==> config.mk <==
export PLATFORM = sky130hd
export DESIGN_NAME = ntc_lut_temperature_flat
export DESIGN_NICKNAME = d
export VERILOG_FILES = /design/src/rtl/ntc_pkg.sv /design/src/rtl/ntc_if.sv /design/src/rtl/ntc_accum.sv /design/src/rtl/ntc_seg_search.sv /design/src/rtl/ntc_divider.sv /design/src/rtl/ntc_lut_temperature.sv /design/src/flat_wrapper.sv
export SDC_FILE = /design/constraint.sdc
export NUM_CORES = 1
export LEC_CHECK = 0
export ABC_AREA = 1
export BUFFER_PORTS_ARGS = -buffer_cell sky130_fd_sc_hd__buf_4
export CAP_MARGIN = 30
export CORE_MARGIN = 2
export CORE_UTILIZATION = 54
export DETAILED_ROUTE_END_ITERATION = 8
export GPL_TIMING_DRIVEN = 0
export PLACE_DENSITY = 0.78
export SLEW_MARGIN = 20
export SYNTH_ARGS = -nofsm -noshare
export SYNTH_HDL_FRONTEND = slang
export SYNTH_HIERARCHICAL = 1
export SYNTH_SLANG_ARGS = --single-unit
==> constraint.sdc <==
create_clock -name clock -period 4.7 [get_ports clock]
set_clock_uncertainty 0.1 [all_clocks]
set_input_delay 0.47 -clock clock [delete_from_list [all_inputs] [get_ports clock]]
set_output_delay 0.47 -clock clock [all_outputs]
set_load 0.01 [all_outputs]
==> src/rtl/ntc_pkg.sv <==
package ntc_pkg;

   localparam int SAMPLE_COUNT  = 4;
   localparam int TABLE_ENTRIES = 18;

   localparam int ADC_W     = 12;
   localparam int SUM_W     = ADC_W + $clog2(SAMPLE_COUNT);
   localparam int CNT_W     = $clog2(SAMPLE_COUNT + 1);
   localparam int SEG_W     = $clog2(TABLE_ENTRIES - 1);
   localparam int LAST_SEG  = TABLE_ENTRIES - 2;
   localparam int RANGE_W   = 8;
   localparam int FRAC_W    = 7;
   localparam int PCT_SCALE = 100;
   localparam int NUM_W     = RANGE_W + FRAC_W;
   localparam int DIV_W     = (SUM_W > NUM_W) ? SUM_W : NUM_W;
   localparam int DIV_CNT_W = $clog2(DIV_W + 1);
   localparam int TEMP_W    = 11;
   localparam int CFG_W     = 12;
   localparam int FAULT_W   = 3;
   localparam int ADDR_W    = 4;
   localparam int DATA_W    = 32;

   localparam int SEG_STEP_TENTHS = 50;

   localparam logic signed [CFG_W-1:0]  THRESHOLD_RESET = 12'sd500;
   localparam logic [ADC_W-1:0]         OPEN_RESET      = 12'd10;
   localparam logic [ADC_W-1:0]         SHORT_RESET     = 12'd4085;
   localparam logic signed [TEMP_W-1:0] HELD_RESET      = 11'sd250;

   localparam logic [FAULT_W-1:0] FAULT_OK        = 3'd0;
   localparam logic [FAULT_W-1:0] FAULT_OPEN      = 3'd1;
   localparam logic [FAULT_W-1:0] FAULT_SHORT     = 3'd2;
   localparam logic [FAULT_W-1:0] FAULT_HOT       = 3'd3;
   localparam logic [FAULT_W-1:0] FAULT_COLD      = 3'd4;
   localparam logic [FAULT_W-1:0] FAULT_NONE_GOOD = 3'd5;

   localparam logic [1:0] REG_THRESHOLD = 2'd0;
   localparam logic [1:0] REG_OPEN      = 2'd1;
   localparam logic [1:0] REG_SHORT     = 2'd2;

   // ADC counts at -5 C to 80 C in 5 C steps, descending
   localparam logic [ADC_W-1:0] LUT_COUNTS [TABLE_ENTRIES] = '{
      12'd3338, 12'd3155, 12'd2959, 12'd2738, 12'd2509, 12'd2275,
      12'd2048, 12'd1828, 12'd1614, 12'd1413, 12'd1238, 12'd1082,
      12'd937,  12'd816,  12'd708,  12'd613,  12'd531,  12'd461
   };

   typedef struct packed {
      logic [SUM_W-1:0] sum;
      logic [CNT_W-1:0] count;
   } acc_type;

   typedef struct packed {
      logic             cold;
      logic             hot;
      logic [SEG_W-1:0] seg;
   } seg_info_type;

   typedef struct packed {
      logic               start;
      logic [DIV_W-1:0]   dividend;
      logic [RANGE_W-1:0] divisor;
   } div_req_type;

   typedef struct packed {
      logic             done;
      logic [DIV_W-1:0] quotient;
   } div_rsp_type;

endpackage

==> src/rtl/ntc_if.sv <==
interface ntc_req_if;
   logic        valid;
   logic        ready;
   logic [11:0] sample_a;
   logic [11:0] sample_b;
   logic [11:0] sample_c;
   logic [11:0] sample_d;
   logic        lost_a;
   logic        lost_b;
   logic        lost_c;
   logic        lost_d;

   modport source (
      output valid, sample_a, sample_b, sample_c, sample_d,
             lost_a, lost_b, lost_c, lost_d,
      input  ready
   );
   modport sink (
      input  valid, sample_a, sample_b, sample_c, sample_d,
             lost_a, lost_b, lost_c, lost_d,
      output ready
   );
endinterface

interface ntc_rsp_if;
   logic               valid;
   logic               ready;
   logic signed [10:0] temp_tenths;
   logic               reading_valid;
   logic [2:0]         fault_code;
   logic               above_flag;
   logic [2:0]         good_count;

   modport source (
      output valid, temp_tenths, reading_valid, fault_code, above_flag, good_count,
      input  ready
   );
   modport sink (
      input  valid, temp_tenths, reading_valid, fault_code, above_flag, good_count,
      output ready
   );
endinterface

==> src/rtl/ntc_accum.sv <==
module ntc_accum
   import ntc_pkg::*;
(
   input  logic [ADC_W-1:0]        samples [SAMPLE_COUNT],
   input  logic [SAMPLE_COUNT-1:0] lost,
   output acc_type                 acc
);

   logic [SUM_W-1:0] lane_val [SAMPLE_COUNT];
   logic [SAMPLE_COUNT-1:0] lane_good;

   // one lane per sample: drop timed-out conversions
   for (genvar i = 0; i < SAMPLE_COUNT; i++) begin : g_lane
      assign lane_good[i] = ~lost[i];
      assign lane_val[i]  = lost[i] ? '0 : SUM_W'(samples[i]);
   end

   always_comb begin
      acc.sum   = '0;
      acc.count = '0;
      for (int i = 0; i < SAMPLE_COUNT; i++) begin
         acc.sum   = acc.sum + lane_val[i];
         acc.count = acc.count + CNT_W'(lane_good[i]);
      end
   end

endmodule

==> src/rtl/ntc_seg_search.sv <==
module ntc_seg_search
   import ntc_pkg::*;
(
   input  logic [ADC_W-1:0] avg,
   output seg_info_type     seg_info
);

   logic [LAST_SEG-1:0] ge;

   // one compare lane per segment lower edge
   for (genvar k = 0; k < LAST_SEG; k++) begin : g_cmp
      assign ge[k] = (avg >= LUT_COUNTS[k + 1]);
   end

   always_comb begin
      seg_info.cold = (avg >= LUT_COUNTS[0]);
      seg_info.hot  = (avg <= LUT_COUNTS[TABLE_ENTRIES - 1]);
      seg_info.seg  = SEG_W'(LAST_SEG);
      // first segment whose lower edge the average reaches
      for (int k = LAST_SEG - 1; k >= 0; k--) begin
         if (ge[k]) begin
            seg_info.seg = SEG_W'(k);
         end
      end
   end

endmodule

==> src/rtl/ntc_divider.sv <==
module ntc_divider
   import ntc_pkg::*;
(
   input  logic        clock,
   input  logic        reset,
   input  div_req_type div_req,
   output div_rsp_type div_rsp
);

   logic [RANGE_W-1:0]   rem_ff, rem_in;
   logic [DIV_W-1:0]     quo_ff, quo_in;
   logic [RANGE_W-1:0]   dvs_ff, dvs_in;
   logic [DIV_CNT_W-1:0] cnt_ff, cnt_in;
   logic                 busy_ff, busy_in;
   logic                 done_ff, done_in;

   logic [RANGE_W:0] shifted;
   logic [RANGE_W:0] diff;
   logic             take;

   assign shifted = {rem_ff, quo_ff[DIV_W-1]};
   assign diff    = shifted - {1'b0, dvs_ff};
   assign take    = (shifted >= {1'b0, dvs_ff});

   always_comb begin
      rem_in  = rem_ff;
      quo_in  = quo_ff;
      dvs_in  = dvs_ff;
      cnt_in  = cnt_ff;
      busy_in = busy_ff;
      done_in = 1'b0;
      if (div_req.start) begin
         rem_in  = '0;
         quo_in  = div_req.dividend;
         dvs_in  = div_req.divisor;
         cnt_in  = DIV_CNT_W'(DIV_W);
         busy_in = 1'b1;
      end else if (busy_ff) begin
         // one quotient bit per cycle, restoring
         rem_in = take ? diff[RANGE_W-1:0] : shifted[RANGE_W-1:0];
         quo_in = {quo_ff[DIV_W-2:0], take};
         cnt_in = cnt_ff - 1'b1;
         if (cnt_ff == DIV_CNT_W'(1)) begin
            busy_in = 1'b0;
            done_in = 1'b1;
         end
      end
   end

   always_ff @(posedge clock) begin
      if (reset) begin
         cnt_ff  <= '0;
         busy_ff <= 1'b0;
         done_ff <= 1'b0;
      end else begin
         cnt_ff  <= cnt_in;
         busy_ff <= busy_in;
         done_ff <= done_in;
      end
   end

   always_ff @(posedge clock) begin
      rem_ff <= rem_in;
      quo_ff <= quo_in;
      dvs_ff <= dvs_in;
   end

   assign div_rsp.done     = done_ff;
   assign div_rsp.quotient = quo_ff;

endmodule

==> src/rtl/ntc_lut_temperature.sv <==
// channel   | port      | dir | word
// ----------+-----------+-----+------------------------------------------------
// request   | req_chan  | in  | sample_a..sample_d (12b), lost_a..lost_d (1b)
// response  | rsp_chan  | out | temp_tenths, reading_valid, fault_code,
//           |           |     | above_flag, good_count
// config    | psel ...  | in  | APB, regs threshold / open / short at 0, 4, 8
//
// One word at a time. A fresh temperature takes two passes through the shared
// bit-serial divider (average, then segment fraction): the result is registered
// in the response register, and the next request is taken once the block is
// back in idle. Table-end clamps skip the second pass, limit faults stop after
// the average, and a word with no good sample skips the divider entirely.
// Reset is synchronous, active high, and restores the registers and held value.
// A finished word waits in the response register; a word behind it holds in the
// last step until that register frees. req_chan.ready is high only when idle.
module ntc_lut_temperature
   import ntc_pkg::*;
(
   input  logic              clock,
   input  logic              reset,
   ntc_req_if.sink           req_chan,
   ntc_rsp_if.source         rsp_chan,
   input  logic              psel,
   input  logic              penable,
   input  logic              pwrite,
   input  logic [ADDR_W-1:0] paddr,
   input  logic [DATA_W-1:0] pwdata,
   output logic [DATA_W-1:0] prdata,
   output logic              pready
);

   localparam logic [2:0] S_IDLE  = 3'd0;
   localparam logic [2:0] S_AVG   = 3'd1;
   localparam logic [2:0] S_RANGE = 3'd2;
   localparam logic [2:0] S_NUM   = 3'd3;
   localparam logic [2:0] S_FRAC  = 3'd4;
   localparam logic [2:0] S_TEMP  = 3'd5;
   localparam logic [2:0] S_DONE  = 3'd6;

   logic [2:0]               state_ff, state_in;
   logic [CNT_W-1:0]         good_ff, good_in;
   logic [ADC_W-1:0]         avg_ff, avg_in;
   logic [SEG_W-1:0]         seg_ff, seg_in;
   logic [FRAC_W-1:0]        frac_ff, frac_in;
   logic [FAULT_W-1:0]       fault_ff, fault_in;
   logic                     fresh_ff, fresh_in;
   logic signed [TEMP_W-1:0] held_ff, held_in;

   logic signed [CFG_W-1:0]  thr_ff, thr_in;
   logic [ADC_W-1:0]         open_ff, open_in;
   logic [ADC_W-1:0]         short_ff, short_in;

   logic                     rsp_valid_ff, rsp_valid_in;
   logic signed [TEMP_W-1:0] out_temp_ff, out_temp_in;
   logic                     out_fresh_ff, out_fresh_in;
   logic [FAULT_W-1:0]       out_fault_ff, out_fault_in;
   logic                     out_above_ff, out_above_in;
   logic [2:0]               out_good_ff, out_good_in;

   logic [ADC_W-1:0]        samples [SAMPLE_COUNT];
   logic [SAMPLE_COUNT-1:0] lost;
   acc_type                 acc;
   seg_info_type            seg_info;
   div_req_type             div_req;
   div_rsp_type             div_rsp;

   logic [ADC_W-1:0]   seg_lo;
   logic [ADC_W-1:0]   seg_hi;
   logic [RANGE_W-1:0] seg_range;
   logic [RANGE_W-1:0] num_diff;
   logic [DIV_W-1:0]   num;
   logic [TEMP_W-1:0]  seg_base;
   logic [TEMP_W-1:0]  temp_calc;
   logic               cfg_write;

   assign samples[0] = req_chan.sample_a;
   assign samples[1] = req_chan.sample_b;
   assign samples[2] = req_chan.sample_c;
   assign samples[3] = req_chan.sample_d;
   assign lost = {req_chan.lost_d, req_chan.lost_c, req_chan.lost_b, req_chan.lost_a};

   ntc_accum u_accum (
      .samples (samples),
      .lost    (lost),
      .acc     (acc)
   );

   ntc_seg_search u_seg_search (
      .avg      (avg_ff),
      .seg_info (seg_info)
   );

   ntc_divider u_divider (
      .clock   (clock),
      .reset   (reset),
      .div_req (div_req),
      .div_rsp (div_rsp)
   );

   assign seg_lo    = LUT_COUNTS[seg_ff];
   assign seg_hi    = LUT_COUNTS[seg_ff + 1'b1];
   assign seg_range = RANGE_W'(seg_lo - seg_hi);
   assign num_diff  = RANGE_W'(seg_lo - avg_ff);
   assign num       = DIV_W'(num_diff) * DIV_W'(PCT_SCALE);
   assign seg_base  = TEMP_W'(seg_ff) * TEMP_W'(SEG_STEP_TENTHS);
   // -50 + 50*seg + frac/2
   assign temp_calc = seg_base + TEMP_W'(frac_ff[FRAC_W-1:1]) - TEMP_W'(SEG_STEP_TENTHS);

   assign req_chan.ready = (state_ff == S_IDLE);

   always_comb begin
      state_in = state_ff;
      good_in  = good_ff;
      avg_in   = avg_ff;
      seg_in   = seg_ff;
      frac_in  = frac_ff;
      fault_in = fault_ff;
      fresh_in = fresh_ff;
      held_in  = held_ff;
      div_req  = '0;

      rsp_valid_in = rsp_valid_ff & ~rsp_chan.ready;
      out_temp_in  = out_temp_ff;
      out_fresh_in = out_fresh_ff;
      out_fault_in = out_fault_ff;
      out_above_in = out_above_ff;
      out_good_in  = out_good_ff;

      unique case (state_ff)
         S_IDLE: begin
            if (req_chan.valid) begin
               good_in = acc.count;
               if (acc.count == '0) begin
                  fault_in = FAULT_NONE_GOOD;
                  fresh_in = 1'b0;
                  state_in = S_DONE;
               end else begin
                  div_req.start    = 1'b1;
                  div_req.dividend = DIV_W'(acc.sum);
                  div_req.divisor  = RANGE_W'(acc.count);
                  state_in         = S_AVG;
               end
            end
         end
         S_AVG: begin
            if (div_rsp.done) begin
               avg_in   = div_rsp.quotient[ADC_W-1:0];
               state_in = S_RANGE;
            end
         end
         S_RANGE: begin
            if (avg_ff < open_ff) begin
               fault_in = FAULT_OPEN;
               fresh_in = 1'b0;
               state_in = S_DONE;
            end else if (avg_ff > short_ff) begin
               fault_in = FAULT_SHORT;
               fresh_in = 1'b0;
               state_in = S_DONE;
            end else if (seg_info.cold) begin
               // pin to the first segment start
               fault_in = FAULT_COLD;
               seg_in   = '0;
               frac_in  = '0;
               state_in = S_TEMP;
            end else if (seg_info.hot) begin
               // pin to the last segment end
               fault_in = FAULT_HOT;
               seg_in   = SEG_W'(LAST_SEG);
               frac_in  = FRAC_W'(PCT_SCALE);
               state_in = S_TEMP;
            end else begin
               fault_in = FAULT_OK;
               seg_in   = seg_info.seg;
               state_in = S_NUM;
            end
         end
         S_NUM: begin
            div_req.start    = 1'b1;
            div_req.dividend = num;
            div_req.divisor  = seg_range;
            state_in         = S_FRAC;
         end
         S_FRAC: begin
            if (div_rsp.done) begin
               frac_in  = div_rsp.quotient[FRAC_W-1:0];
               state_in = S_TEMP;
            end
         end
         S_TEMP: begin
            held_in  = $signed(temp_calc);
            fresh_in = 1'b1;
            state_in = S_DONE;
         end
         S_DONE: begin
            // hold until the response register is free
            if (!rsp_valid_ff || rsp_chan.ready) begin
               rsp_valid_in = 1'b1;
               out_temp_in  = held_ff;
               out_fresh_in = fresh_ff;
               out_fault_in = fault_ff;
               out_above_in = ($signed({held_ff[TEMP_W-1], held_ff}) > thr_ff);
               out_good_in  = 3'(good_ff);
               state_in     = S_IDLE;
            end
         end
         default: begin
            state_in = S_IDLE;
         end
      endcase
   end

   assign pready    = 1'b1;
   assign cfg_write = psel & penable & pwrite;

   always_comb begin
      thr_in   = thr_ff;
      open_in  = open_ff;
      short_in = short_ff;
      if (cfg_write) begin
         unique case (paddr[3:2])
            REG_THRESHOLD: thr_in   = $signed(pwdata[CFG_W-1:0]);
            REG_OPEN:      open_in  = pwdata[ADC_W-1:0];
            REG_SHORT:     short_in = pwdata[ADC_W-1:0];
            default: begin
            end
         endcase
      end
   end

   always_comb begin
      unique case (paddr[3:2])
         REG_THRESHOLD: prdata = DATA_W'(thr_ff);
         REG_OPEN:      prdata = DATA_W'(open_ff);
         REG_SHORT:     prdata = DATA_W'(short_ff);
         default:       prdata = '0;
      endcase
   end

   always_ff @(posedge clock) begin
      if (reset) begin
         state_ff     <= S_IDLE;
         held_ff      <= HELD_RESET;
         thr_ff       <= THRESHOLD_RESET;
         open_ff      <= OPEN_RESET;
         short_ff     <= SHORT_RESET;
         rsp_valid_ff <= 1'b0;
      end else begin
         state_ff     <= state_in;
         held_ff      <= held_in;
         thr_ff       <= thr_in;
         open_ff      <= open_in;
         short_ff     <= short_in;
         rsp_valid_ff <= rsp_valid_in;
      end
   end

   always_ff @(posedge clock) begin
      good_ff      <= good_in;
      avg_ff       <= avg_in;
      seg_ff       <= seg_in;
      frac_ff      <= frac_in;
      fault_ff     <= fault_in;
      fresh_ff     <= fresh_in;
      out_temp_ff  <= out_temp_in;
      out_fresh_ff <= out_fresh_in;
      out_fault_ff <= out_fault_in;
      out_above_ff <= out_above_in;
      out_good_ff  <= out_good_in;
   end

   assign rsp_chan.valid         = rsp_valid_ff;
   assign rsp_chan.temp_tenths   = out_temp_ff;
   assign rsp_chan.reading_valid = out_fresh_ff;
   assign rsp_chan.fault_code    = out_fault_ff;
   assign rsp_chan.above_flag    = out_above_ff;
   assign rsp_chan.good_count    = out_good_ff;

endmodule

==> src/flat_wrapper.sv <==
// flat-port wrapper written by rule: the top's interface ports become plain ports
module ntc_lut_temperature_flat import ntc_pkg::*;
  (clock, reset, psel, penable, pwrite, paddr, pwdata, prdata, pready, req_chan_valid, req_chan_sample_a, req_chan_sample_b, req_chan_sample_c, req_chan_sample_d, req_chan_lost_a, req_chan_lost_b, req_chan_lost_c, req_chan_lost_d, req_chan_ready, rsp_chan_valid, rsp_chan_temp_tenths, rsp_chan_reading_valid, rsp_chan_fault_code, rsp_chan_above_flag, rsp_chan_good_count, rsp_chan_ready);
  ntc_req_if req_chan_i ();
  ntc_rsp_if rsp_chan_i ();
  input  logic clock;
  input  logic reset;
  input  logic psel;
  input  logic penable;
  input  logic pwrite;
  input  logic [ADDR_W-1:0] paddr;
  input  logic [DATA_W-1:0] pwdata;
  output logic [DATA_W-1:0] prdata;
  output logic pready;
  input wire logic [$bits(req_chan_i.valid)-1:0] req_chan_valid;
  input wire logic [$bits(req_chan_i.sample_a)-1:0] req_chan_sample_a;
  input wire logic [$bits(req_chan_i.sample_b)-1:0] req_chan_sample_b;
  input wire logic [$bits(req_chan_i.sample_c)-1:0] req_chan_sample_c;
  input wire logic [$bits(req_chan_i.sample_d)-1:0] req_chan_sample_d;
  input wire logic [$bits(req_chan_i.lost_a)-1:0] req_chan_lost_a;
  input wire logic [$bits(req_chan_i.lost_b)-1:0] req_chan_lost_b;
  input wire logic [$bits(req_chan_i.lost_c)-1:0] req_chan_lost_c;
  input wire logic [$bits(req_chan_i.lost_d)-1:0] req_chan_lost_d;
  output wire logic [$bits(req_chan_i.ready)-1:0] req_chan_ready;
  output wire logic [$bits(rsp_chan_i.valid)-1:0] rsp_chan_valid;
  output wire logic [$bits(rsp_chan_i.temp_tenths)-1:0] rsp_chan_temp_tenths;
  output wire logic [$bits(rsp_chan_i.reading_valid)-1:0] rsp_chan_reading_valid;
  output wire logic [$bits(rsp_chan_i.fault_code)-1:0] rsp_chan_fault_code;
  output wire logic [$bits(rsp_chan_i.above_flag)-1:0] rsp_chan_above_flag;
  output wire logic [$bits(rsp_chan_i.good_count)-1:0] rsp_chan_good_count;
  input wire logic [$bits(rsp_chan_i.ready)-1:0] rsp_chan_ready;
  assign req_chan_i.valid = req_chan_valid;
  assign req_chan_i.sample_a = req_chan_sample_a;
  assign req_chan_i.sample_b = req_chan_sample_b;
  assign req_chan_i.sample_c = req_chan_sample_c;
  assign req_chan_i.sample_d = req_chan_sample_d;
  assign req_chan_i.lost_a = req_chan_lost_a;
  assign req_chan_i.lost_b = req_chan_lost_b;
  assign req_chan_i.lost_c = req_chan_lost_c;
  assign req_chan_i.lost_d = req_chan_lost_d;
  assign req_chan_ready = req_chan_i.ready;
  assign rsp_chan_valid = rsp_chan_i.valid;
  assign rsp_chan_temp_tenths = rsp_chan_i.temp_tenths;
  assign rsp_chan_reading_valid = rsp_chan_i.reading_valid;
  assign rsp_chan_fault_code = rsp_chan_i.fault_code;
  assign rsp_chan_above_flag = rsp_chan_i.above_flag;
  assign rsp_chan_good_count = rsp_chan_i.good_count;
  assign rsp_chan_i.ready = rsp_chan_ready;
  ntc_lut_temperature u_core (.clock(clock), .reset(reset), .req_chan(req_chan_i), .rsp_chan(rsp_chan_i), .psel(psel), .penable(penable), .pwrite(pwrite), .paddr(paddr), .pwdata(pwdata), .prdata(prdata), .pready(pready));
endmodule
==> results of run 1 <==
==> layout by cell type, fill, tap and decap left out, types with 8 or more instances in the layout <==
cell type  instances
xor2_1            19
nand3_1           62
inv_2             16
inv_1            299
fa_1              30
nand2_1          362
nor2_2             9
buf_6              8
nor3_1            16
clkbuf_1          22
nand2_2           14
o211ai_1          28
buf_4            188
clkbuf_16         21
o221ai_1          11
edfxtp_1          72
ha_4              24
dfxtp_1           65
nor2_1           127
a21oi_1           93
o21ai_0           63
nand4_1           18
nand3b_1           8
ha_1             112
==> critical path, stage by stage, from the launching register on <==
cell and delay (ns):
edfxtp_1 0.38, buf_6 0.12, clkinvlp_4 0.13, ha_4 0.32
inv_4 0.05, nor2_2 0.10, inv_2 0.08, nand3_4 0.07
a21oi_4 0.08, ha_4 0.21, fa_2 0.40, o21ai_4 0.26
xor2_4 0.26, ha_4 0.25, ha_4 0.26, inv_2 0.03
fa_1 0.49, inv_2 0.05, ha_4 0.17, inv_1 0.12
nand2_4 0.08, nand2_4 0.06, nand2_2 0.05, a21oi_2 0.14
xor2_1 0.20, o21ai_1 0.08, nand2_1 0.09, nand2_1 0.05
==> registers in the layout (all words and copies together), names as in the netlist, 4 cells and up <==
register / cells
u_core/u_divider/cnt_ff: 4
u_core/rsp_chan.temp_tenths: 11
u_core/short_ff: 12
u_core/thr_ff: 12
u_core/held_ff: 11
u_core/open_ff: 12
u_core/u_divider/quo_ff: 15
u_core/u_divider/dvs_ff: 8
u_core/avg_ff: 12
u_core/seg_ff: 5
u_core/frac_ff: 6
u_core/u_divider/rem_ff: 8
==> final timing paths <==
check | cells past startpoint | slack (ns) | to | startpoint
setup / recovery | 27 | -0.24 | u_core/u_divider/quo_ff[12] | u_core/seg_ff[0]
hold / removal | 2 | 0.17 | u_core/u_divider/cnt_ff[3] | reset
setup reg to reg | 27 | -0.24 | u_core/u_divider/quo_ff[12] | u_core/seg_ff[0]
hold reg to reg | 0 | 0.34 | u_core/rsp_chan.temp_tenths[0] | u_core/held_ff[0]
==> metal layers <==
metal,vias up,global-route usage
met5,-,0
met4,0,0.103
met3,118,0.0391
met2,596,0.492
met1,5417,0.356
li1,5607,-
==> final cells by class <==
cell class	count	area [um2]
plain buffers	54	338
clock buffers	23	533
clock inverters	9	71.3
fillers	1726	6990
inverters	320	1210
multi-input cells	1111	7580
flip-flops and latches	137	3460
well taps	280	350
repair buffers	169	1290
==> cells in the mapped netlist, types with 2 or more instances <==
cell,count
a22o_1,4
a31oi_1,6
a21oi_2,3
nor2_4,2
o21a_1,6
a21boi_0,2
o221ai_1,12
buf_2,6
nand2_1,375
nand4_1,18
nand3_2,4
clkinv_1,2
dfxtp_1,65
nor2_1,131
o211ai_1,28
clkbuf_1,20
nor2_2,5
inv_1,308
nand3_1,66
o21bai_1,4
a311oi_1,2
or2_2,4
buf_4,23
ha_1,138
a21o_1,2
a211oi_1,2
edfxtp_1,72
nor4_1,3
nor3_1,16
a21oi_1,101
nand3b_1,8
inv_2,9
o31ai_1,4
nand2_2,7
buf_6,5
o21ai_0,76
xor2_1,23
xnor2_1,6
fa_1,32
or2_0,2
==> cell families (layout without fill, tap and decap cells) <==
group | count (synthesis) | after routing | share of synthesized area
compound gates | 263 | 263 | 0.132
flops | 137 | 137 | 0.289
simple gates | 647 | 647 | 0.229
xor+xnor | 30 | 30 | 0.0235
fa+ha+maj | 170 | 170 | 0.198
other cells | 1 | 1 | 0.000313
buf+inv | 374 | 575 | 0.129
==> repair_timing <==
item,in CTS,in global routing
setup endpoints to repair,8,7
pin swaps,45,41
hold endpoints to repair,0,0
resized for setup,52,49
buffers inserted,28,15
==> power groups by stage <==
stage	clock network, W	logic [W]	registers, W
finish	0.00135	0.00466	0.00173
global route	0.00141	0.00511	0.00175
CTS	0.00135	0.00410	0.00172
detailed placement	0	0.00347	0.00175
global placement	0	0.00336	0.00174
floorplan	0	0.00270	0.00169
==> through the flow <==
stage / cells / area, um2 / hold WS [ns]
after floorplan: 1622 / 12100 / 0.300
after global placement: 2027 / 13300 / 0.325
after detailed placement: 2028 / 13400 / 0.328
after CTS: 2088 / 14500 / 0.159
after global routing: 2103 / 14800 / 0.161
final: 2103 / 14800 / 0.167
==> flow_summary.yaml, run 1 <==
run_status:
  outcome: "complete, but fails checks"
  violations: "negative setup slack"
clocking:
  numCtsBuffers: 17
  clock_sinks: 137
  cts.clk_slew.worst_paths_ns: 0.06
  clkLatencyLatePin_ns: 0.43
  root_buffer: "clkbuf_16"
  cts_tree: "done"
  clockBufferDepth: 2
  cts_hold_buf: 0
  h-tree-depth: 4
detailed_routing:
  wl_mm: 34.7
  dr_wl_met3_mm: 2.38
  drc_errors: 0
  vias: 11700
  vias_per_cell: 5.58
  dr.pass1.iters: 6
  wl_per_cell_um: 16.5
  drtAntennaViolNets: 0
  met1_length_mm: 14.1
  met2_length_mm: 17.0
  top_layer_used: "met4"
  dr.first_iter.drc_count: 1020
floorplan:
  die_w_um: 153
  initial_utilization: 0.549
  dieArea_um2: 23400
  std_cell_rows: 54
  core_area_um2: 21800
  io_pins: 149
  chipHeight_um: 153
yosys:
  avgSynthCellArea_um2: 7.39
  ys_warn_count: 6
  synth_flop_cell: "edfxtp_1"
  synthCells: 1622
  synth_enable_flop_cells: 72
  ys_types: 60
  syn_area_um2: 12000
  syn_nets: 1887
  async_flop_share: 0
  yosys-top-cells-area: "edfxtp_1 (18%), ha_1 (14%), nand2_1 (12%)"
  yosys_register_bits: 137
  yosysTopAreaCell: "edfxtp_1"
  yosysTopAreaCellShare: 0.180
  seq_area_frac_synth: 0.289
cells_and_area:
  postLayoutCoreUtil: 0.680
  syn_to_final_growth_pct: 23.8
  diodes: 0
  drive_gt1_frac: 0.196
  fin_nets: 2075
critical_path:
  setup.worst_path.start_class: "flop"
  worstPathMaxFanout: 4
  critPathArrivalTime_ns: 5.03
  path_class: "flop to flop"
  end_kind: "flop"
  worstPathRequired_ns: 4.79
timing:
  tightest_slew_ns: 0.989
  fmax_mhz: 202
  max-slew-margin-rel: 0.338
  fin_crit_ns: 4.94
  setup_viol: 6
  rsz0062_at_grt: "yes"
  hold_viol: 0
  layout_worst_path_cycle_share: 1.05
  setup_ws_ns: -0.243
  tns_ns: -1.08
  maxSlewViolCount: 0
placement:
  place_ws_ns: -0.814
  gp_congestion: 0.933
  place_hpwl_mm: 25.1
  port_buffers: 125
power:
  irDropWorstVdd_mv: 0.396
  pwr-share-comb: 0.601
  switching_share: 0.437
  intPower_w: 0.00436
  p_leak_nw: 7.43
  total_power_w: 0.00775
  clock_power_share: 0.175
  seq_power_share: 0.224
  power_density_nw_per_um2: 522
  power.switching_w: 0.00339
global_routing:
  track_usage: 0.282
  antenna_found_initial: 0
  grt_max_degree: 20
  grt_pass1_wl_mm: 53.6
  globalRouteOverflowTotal: 0
  grt_pass1_vias: 11200
flow_run:
  maxCapViolations: 0
worst_hold_path:
  hold_path.class: "primary input to flop"
(Power assumes the default switching activity.)
==> inputs of run 2 (changes only) <==
SETUP_SLACK_MARGIN = 0.1   (was unset)
SYNTH_HIERARCHICAL = unset   (was 1)
clock period = 4.5 ns   (was 4.7 ns; I/O delays follow)
==> flow_summary.yaml, run 2 <==
run_status:
  violations: "negative setup slack"
  outcome: "complete, but fails checks"
yosys:
  synth_commonest_cells: "nand2_1 (262), inv_1 (219), ha_1 (139)"
  syn_nets: 1661
  ys_types: 66
  yosys-top-cells-area: "edfxtp_1 (19%), ha_1 (16%), dfxtp_1 (12%)"
  syn_area_um2: 11200
  ys_warn_count: 0
  yosysTopAreaCellShare: 0.193
  avgSynthCellArea_um2: 8.02
  yosys_register_bits: 137
  synth_enable_flop_cells: 72
  async_flop_share: 0
  synth_flop_cell: "edfxtp_1"
  yosysMostFrequentCell: "nand2_1"
  seq_area_frac_synth: 0.309
  synthCells: 1395
  yosysTopAreaCell: "edfxtp_1"
detailed_routing:
  wl_mm: 28.4
  dr.first_iter.drc_count: 539
  drc_errors: 0
  vias: 10100
  drtAntennaViolNets: 0
  wl_per_cell_um: 15.3
  dr.pass1.iters: 5
  vias_per_cell: 5.42
floorplan:
  std_cell_rows: 52
  chipHeight_um: 148
  initial_utilization: 0.551
  core_area_um2: 20300
  die_w_um: 148
  io_pins: 149
  dieArea_um2: 21900
clocking:
  clkLatencyLatePin_ns: 0.43
  root_buffer: "clkbuf_16"
  clockBufferDepth: 2
  cts.clk_slew.worst_paths_ns: 0.06
  numCtsBuffers: 17
  clock_sinks: 137
  cts_tree: "done"
  h-tree-depth: 4
cells_and_area:
  multi_input_comb_area_um2: 6960
  largest_register_ffs: 15
  stdcell_area_um2: 13900
  syn_to_final_growth_pct: 23.9
  drive_gt1_frac: 0.214
  post_layout_nonfiller_instances: 1857
  final_common_cell: "nand2_1"
  ff_latch_area_um2: 3460
  fill_cells: 1670
  largest_register: "u_core.u_divider.quo_ff"
  fin_nets: 1840
  layout_common_cells: "nand2_1 (255), inv_1 (212), buf_4 (176)"
  diodes: 0
power:
  p_leak_nw: 6.64
  irDropWorstVdd_mv: 0.270
  power_density_nw_per_um2: 529
critical_path:
  setup.worst_path.start_class: "flop"
  critPathArrivalTime_ns: 5.10
  worstPathRequired_ns: 4.57
  end_kind: "flop"
  worstPathMaxFanout: 4
  path_class: "flop to flop"
timing:
  fin_crit_ns: 5.03
  hold_viol: 0
  max-slew-margin-rel: 0.494
  setup_viol: 4
  rsz0062_at_grt: "yes"
  tns_ns: -1.44
  setup_ws_ns: -0.527
  fmax_mhz: 199
  maxSlewViolCount: 0
  tightest_slew_ns: 0.755
  layout_worst_path_cycle_share: 1.12
global_routing:
  antenna_found_initial: 0
  grt_pass1_wl_mm: 45.7
  track_usage: 0.260
  grt_pass1_vias: 9642
  globalRouteOverflowTotal: 0
  grt_max_degree: 21
worst_hold_path:
  hold_path.class: "primary input to flop"
placement:
  place_ws_ns: -1.01
  port_buffers: 125
  gp_congestion: 0.937
  place_hpwl_mm: 21.7
  dp_cells: 1792
  placed_area_um2: 12600
flow_run:
  maxCapViolations: 0
run 2: changes by cell type in the layout (fill, tap and decap cells not counted), sizes merged, moves of 12 or more:
cell	previous run	this run
buf	203	187
nand4	18	6
nand2	384	272
nand3	71	50
nor2	138	113
o21ai	78	90
inv	322	242
run 2: report_power, final:
part           total (W)  internal (W)  switching, W
clock            0.00160       0.00103      0.000576
combinational    0.00393       0.00166       0.00227
sequential       0.00181       0.00167      0.000140
total            0.00734       0.00435       0.00299
run 2: final timing paths:
path         cells after the start               start  slack [ns]                       endpoint
max reg2reg                     26    u_core.seg_ff[1]       -0.53    u_core.u_divider.quo_ff[14]
min reg2reg                      0  u_core.fault_ff[0]        0.32  u_core.rsp_chan.fault_code[0]
min                              2               reset        0.15              u_core.held_ff[7]
max                             26    u_core.seg_ff[1]       -0.53    u_core.u_divider.quo_ff[14]
run 2: cell type report:
| type | instances | share of cell area |
|---|---|---|
| repair buffers | 160 | 0.0892 |
| inverters | 241 | 0.0667 |
| well taps | 270 | 0.0244 |
| plain buffers | 47 | 0.0197 |
| clock buffers | 20 | 0.0330 |
| multi-input cells | 970 | 0.502 |
| clock inverters | 12 | 0.0151 |
| flip-flops and latches | 137 | 0.250 |
run 2: logic make-up after synthesis:
family | after synthesis | share of synthesized area
xor+xnor | 27 | 0.0218
fa+ha+maj | 171 | 0.213
simple gates | 482 | 0.193
other cells | 1 | 0.000335
buf+inv | 288 | 0.106
compound gates | 289 | 0.156
flops | 137 | 0.309
run 2: per-layer routing:
metal / vias to the layer above / routed length [um] / share of wire / GRT usage
met4: 0 / 1160 / 0.041 / 0.128
met5: - / 0 / 0 / 0
met3: 64 / 1770 / 0.062 / 0.0429
met2: 367 / 13600 / 0.48 / 0.449
li1: 5010 / - / - / -
met1: 4619 / 11900 / 0.42 / 0.316
run 2: timing repair:
item / in CTS / in global routing
gates resized for setup: 32 / 31
cloned: 0 / 0
pin swaps: 21 / 26
hold buffers: 0 / 0
endpoints found under the setup margin: 8 / 8
setup buffers: 23 / 11
run 2: through the flow:
step                utilization  total power [W]  hold slack (ns)
finish                    0.683          0.00734            0.150
floorplan                     -          0.00437            0.300
CTS                       0.670          0.00692            0.137
global placement          0.619          0.00501            0.301
detailed placement        0.620          0.00510            0.305
global route              0.683          0.00791            0.155
run 2: worst max-delay path, cell delays in order (launching register included):
cell	delay, ns
edfxtp_1	0.43
inv_4	0.09
ha_4	0.31
nand2_4	0.06
a21oi_2	0.16
a211oi_2	0.05
buf_4	0.18
ha_4	0.16
fa_2	0.37
o21ai_4	0.18
xor2_2	0.19
ha_1	0.27
ha_1	0.30
inv_2	0.04
fa_1	0.48
inv_2	0.05
ha_4	0.23
a21oi_2	0.14
nand2_2	0.07
nand2_1	0.07
nand2_1	0.06
a21oi_2	0.17
nor2_2	0.06
o21ai_1	0.14
nand2_1	0.12
o21ai_2	0.15
nand2_2	0.11
